===== src/hdl/tli_pkg.sv =====
`timescale 1ns / 1ps

package tli_pkg;

	// operation codes of a request
	localparam logic OP_WRITE = 1'b0;
	localparam logic OP_QUERY = 1'b1;

	// Q16.16 limits
	localparam logic [31:0] Q_MAX = 32'h7FFF_FFFF;
	localparam logic [31:0] Q_MIN = 32'h8000_0000;

	// restoring divide: one quotient bit per cycle over the 64-bit product
	localparam int DIV_STEPS = 64;
	// quotient at or above 2^40 always clips
	localparam int QUOT_CLIP_BIT = 40;

	typedef struct packed {
		logic        valid;
		logic [31:0] mag_a;  // |dy|
		logic [31:0] mag_b;  // |dq|
		logic [31:0] mag_d;  // |dx|, never zero
	} tli_div_req_t;

endpackage


===== src/hdl/tli_div.sv =====
`timescale 1ns / 1ps

module tli_div (
	input  logic                 clk,
	input  logic                 arst_n,
	input  tli_pkg::tli_div_req_t req,
	output logic                 done,
	output logic [63:0]          quot
);

	import tli_pkg::*;

	typedef enum logic [1:0] {
		D_IDLE,
		D_MUL,
		D_RUN
	} div_state_t;

	localparam int CW = $clog2(DIV_STEPS);

	div_state_t      state_q;
	logic [31:0]     a_q;
	logic [31:0]     b_q;
	logic [31:0]     d_q;
	logic [63:0]     acc_q;   // product, then quotient shifted in from the bottom
	logic [31:0]     rem_q;
	logic [CW-1:0]   cnt_q;
	logic            done_q;

	logic [32:0]     shifted;
	logic            take;
	logic [32:0]     diff;

	always_comb begin
		shifted = {rem_q, acc_q[63]};
		take    = (shifted >= {1'b0, d_q});
		diff    = shifted - {1'b0, d_q};
	end

	always_ff @(posedge clk or negedge arst_n) begin
		if (!arst_n) begin
			state_q <= D_IDLE;
			done_q  <= 1'b0;
			cnt_q   <= '0;
		end else begin
			done_q <= 1'b0;
			unique case (state_q)
				D_IDLE: begin
					if (req.valid) begin
						a_q     <= req.mag_a;
						b_q     <= req.mag_b;
						d_q     <= req.mag_d;
						state_q <= D_MUL;
					end
				end
				D_MUL: begin
					acc_q   <= 64'(a_q) * 64'(b_q);
					rem_q   <= '0;
					cnt_q   <= '0;
					state_q <= D_RUN;
				end
				D_RUN: begin
					rem_q <= take ? diff[31:0] : shifted[31:0];
					acc_q <= {acc_q[62:0], take};
					cnt_q <= cnt_q + CW'(1);
					if (cnt_q == CW'(DIV_STEPS - 1)) begin
						done_q  <= 1'b1;
						state_q <= D_IDLE;
					end
				end
				default: state_q <= D_IDLE;
			endcase
		end
	end

	assign done = done_q;
	assign quot = acc_q;

endmodule


===== config.mk =====
export PLATFORM = sky130hd
export DESIGN_NAME = tli_div
export DESIGN_NICKNAME = d
export VERILOG_FILES = /design/src/hdl/tli_pkg.sv /design/src/hdl/tli_div.sv
export SDC_FILE = /design/constraint.sdc
export NUM_CORES = 2
export LEC_CHECK = 0
export ABC_AREA = 1
export BUFFER_PORTS_ARGS = -buffer_cell sky130_fd_sc_hd__buf_2
export CAP_MARGIN = 40
export CELL_PAD_IN_SITES_DETAIL_PLACEMENT = 1
export CELL_PAD_IN_SITES_GLOBAL_PLACEMENT = 2
export CORE_MARGIN = 3
export CORE_UTILIZATION = 39
export CTS_CLUSTER_DIAMETER = 30
export DETAILED_ROUTE_END_ITERATION = 10
export GPL_TIMING_DRIVEN = 0
export HOLD_SLACK_MARGIN = 0.12
export PLACE_DENSITY = 0.87
export SYNTH_ARGS = -nofsm -noshare
export SYNTH_HDL_FRONTEND = slang
export SYNTH_SLANG_ARGS = --single-unit

===== constraint.sdc =====
create_clock -name clk -period 9.2 [get_ports clk]
set_input_delay 0.92 -clock clk [delete_from_list [all_inputs] [get_ports clk]]
set_output_delay 0.92 -clock clk [all_outputs]
set_load 0.02 [all_outputs]

==> qor.txt <==
Status: complete, no violations
Worst hold path class: primary input to register
Clk root buf: clkbuf_16
Initial Utilization: 39.31%
RSZ-0062 raised after global routing: no
Post-DRT Antenna Nets: 0
Netlist cell types: 39
First-pass GRT wire length: 272600 um
CP Max Fanout: 10
Ys Warns: 0
Net count after synthesis: 7233
GR Util All Layers: 30.87%
Die width: 348.5 um
Setup violations, final: 0
DIE AREA: 121400 um^2
Fin. max-slew vios: 0
NetSw: 0.001506 W
Initial antenna violation count: 6
Area delta synth->final: 13.30%
Ys flop type: edfxtp_1
Avg Cell Area, Syn: 7.703 um^2
Peak supply drop: 0.1339 mV
Layout Skew: 0.02530 ns
WP data arrival: 8.65 ns
Switching Share: 34.17%
DRC viols: 0
Post-CTS Setup Bufs: 0
DR WL/cell: 23.66 um
Largest net degree at the start of global routing: 55
CTS HTree Levels: 2
Combinational share of power: 27.3%
Worst-margin pin slew: 1.016 ns
Internal Power: 0.002903 W
Number of cell rows: 125
Flop pwr share: 27.1%
Hold_ws: 0.4228 ns
Overflow after GRT: 0
Number of synthesized flops with an enable pin: 192
Io pins: 164
Port Buffers: 163
Worst Setup End Kind: register
Fin nets: 7562
Synth top area share: 39.26%
Clock transition at path regs: 0.05 ns
Cts bufs inserted: 56
Leakage power: 30.41 nW
Crit Path Category: register to register
First-pass detailed-route iteration total: 5
Core ar.: 116400 um^2
Synth Cell Area: 45740 um^2
CTS Sinks: 201
Mapped Cells: 5938
Tcrit/Tclk final: 89.71%
Origin of the worst setup path: a_q[12]
Synth area leaders: fa_1 39%, nand2_1 15%, inv_1 15%
Sequential fraction of the synthesis area: 13.10%
Commonest cells after routing, fill and taps aside: 1861 x nand2_1, 1810 x inv_1, 897 x fa_1, 299 x ha_1, 223 x nor2_1
Top cell type by total area after synthesis: fa_1
FMAX: 121.2 MHz
Worst slew margin relative to its limit: 32.27%
Final Hold Violating Endpoints: 0
Hold Path Origin: req[37]
DP HPWL: 162000 um
Min cycle time layout: 8.253 ns
R2r startpoint: a_q[12]
Yosys reg bits: 201
Initial DRC count: 2342
Setup Total Neg Slack: 0 ns
Startpoint Class: register
Pwr/cell area: 85.08 nW/um^2
Max-cap check violation count: 0
Clk buf depth: 3
WL final: 185500 um
Via/cell ratio: 5.018
Critical Path RT: 9.60 ns
Chip Height: 348.5 um
Vias: 39344
Placer Congestion: 0.9853
TritonCTS clock tree: done
Layout cells sized above 1: 6.716%
Commonest non-fill, non-tap cell in the layout: nand2_1
Ys async rst share: 4.478%
Clk network pwr share: 45.6%
Clock latency on the worst-skew pair: 0.66 ns
Vias in the first global route: 43079
## Yosys cell counts (6+ instances only)
library cell and n:
a21oi_1 87, and2_1 6, clkbuf_1 206, dfrtp_1 9, edfxtp_1 192, fa_1 897, ha_1 299, inv_1 1811
nand2_1 1861, nand2_2 7, nand3_1 111, nand3b_1 30, nand4_1 19, nor2_1 224, nor2_2 22, nor3_1 15
o21ai_0 46, o21bai_1 12, or2_2 8, xnor2_1 18, xor2_1 19
## metal layers
metal | up-vias | share of wire (%) | track usage (%)
met5 | - | 0 | 0
met4 | 0 | 7.2 | 18.18
met3 | 509 | 6.4 | 4.639
met2 | 1374 | 47 | 51.38
met1 | 20059 | 39 | 38.16
li1 | 17402 | - | -
## critical path: stages (launching register included)
cell and delay [ns]:
edfxtp_1 0.77, clkbuf_1 0.73, nand2_1 0.11, inv_1 0.12
fa_1 0.47, fa_1 0.50, inv_1 0.07, fa_1 0.57
fa_1 0.46, fa_1 0.55, inv_1 0.05, fa_1 0.46
fa_1 0.55, fa_1 0.55, ha_1 0.51, nand2_1 0.12
nor2_1 0.22, inv_1 0.09, nor2_1 0.26, a21oi_1 0.12
nand2_1 0.23, nand2_1 0.16, nand2_1 0.10, nand2_1 0.05
nand3_1 0.09, nand2_1 0.07
## worst paths after layout
path,endpoint,slack (ns),cells after the start
max,quot[61],0.95,25
min,b_q[5],0.42,1
max reg2reg,quot[61],0.95,25
min reg2reg,cnt_q[0],0.52,1
max in group asynchronous,state_q[1],8.32,2
min in group asynchronous,cnt_q[2],0.67,2
## power groups by stage
stage	clock [W]	combinational [W]	sequential (W)
CTS	0.00206	0.00121	0.00119
detailed placement	0	0.00119	0.00121
global placement	0	0.00117	0.00121
finish	0.00201	0.00120	0.00119
global route	0.00211	0.00136	0.00120
floorplan	0	0.000852	0.00121
## logic make-up after synthesis
logic type      synth area share [%]
compound gates                 1.879
xor+xnor                      0.7085
flops                          13.10
buf+inv                        16.81
fa+ha+maj                      47.44
simple gates                   20.07
## cell type report
class | count | area, um^2
clock inverters | 43 | 510.5
well taps | 1524 | 1907
repair buffers | 271 | 2227
plain buffers | 218 | 880.8
flip-flops and latches | 201 | 5991
fillers | 14441 | 64540
multi-input cells | 3706 | 32070
clock buffers | 61 | 1420
inverters | 1813 | 6810
diodes | 3 | 7.507
## repair_timing
action	4_1_cts	5_1_grt
gates resized for setup	0	0
endpoints found under the setup margin	0	0
hold endpoints to repair	9	0
hold buffers	1	0
## sequential cells by signal, indices dropped and copies added (netlist names)
signal / cells
d_q: 32
a_q: 32
cnt_q: 6
quot: 64
rem_q: 32
done: 1
b_q: 32
state_q: 2
## stage by stage
step           total power, W  area [um^2]  util [%]  setup WS (ns)  instances
2_1_floorplan        0.002061        45740         -          2.732       5938
3_3_place_gp         0.002378        48460     41.65         0.6283       7625
3_5_place_dp         0.002401        49880     42.86          1.161       7732
4_1_cts              0.004469        51820     44.53          1.122       7837
5_1_grt              0.004667        51820     44.53         0.7646       7837
6_report             0.004409        51820     44.54         0.9468       7840
Note: power is estimated with default switching activity, not from simulation.
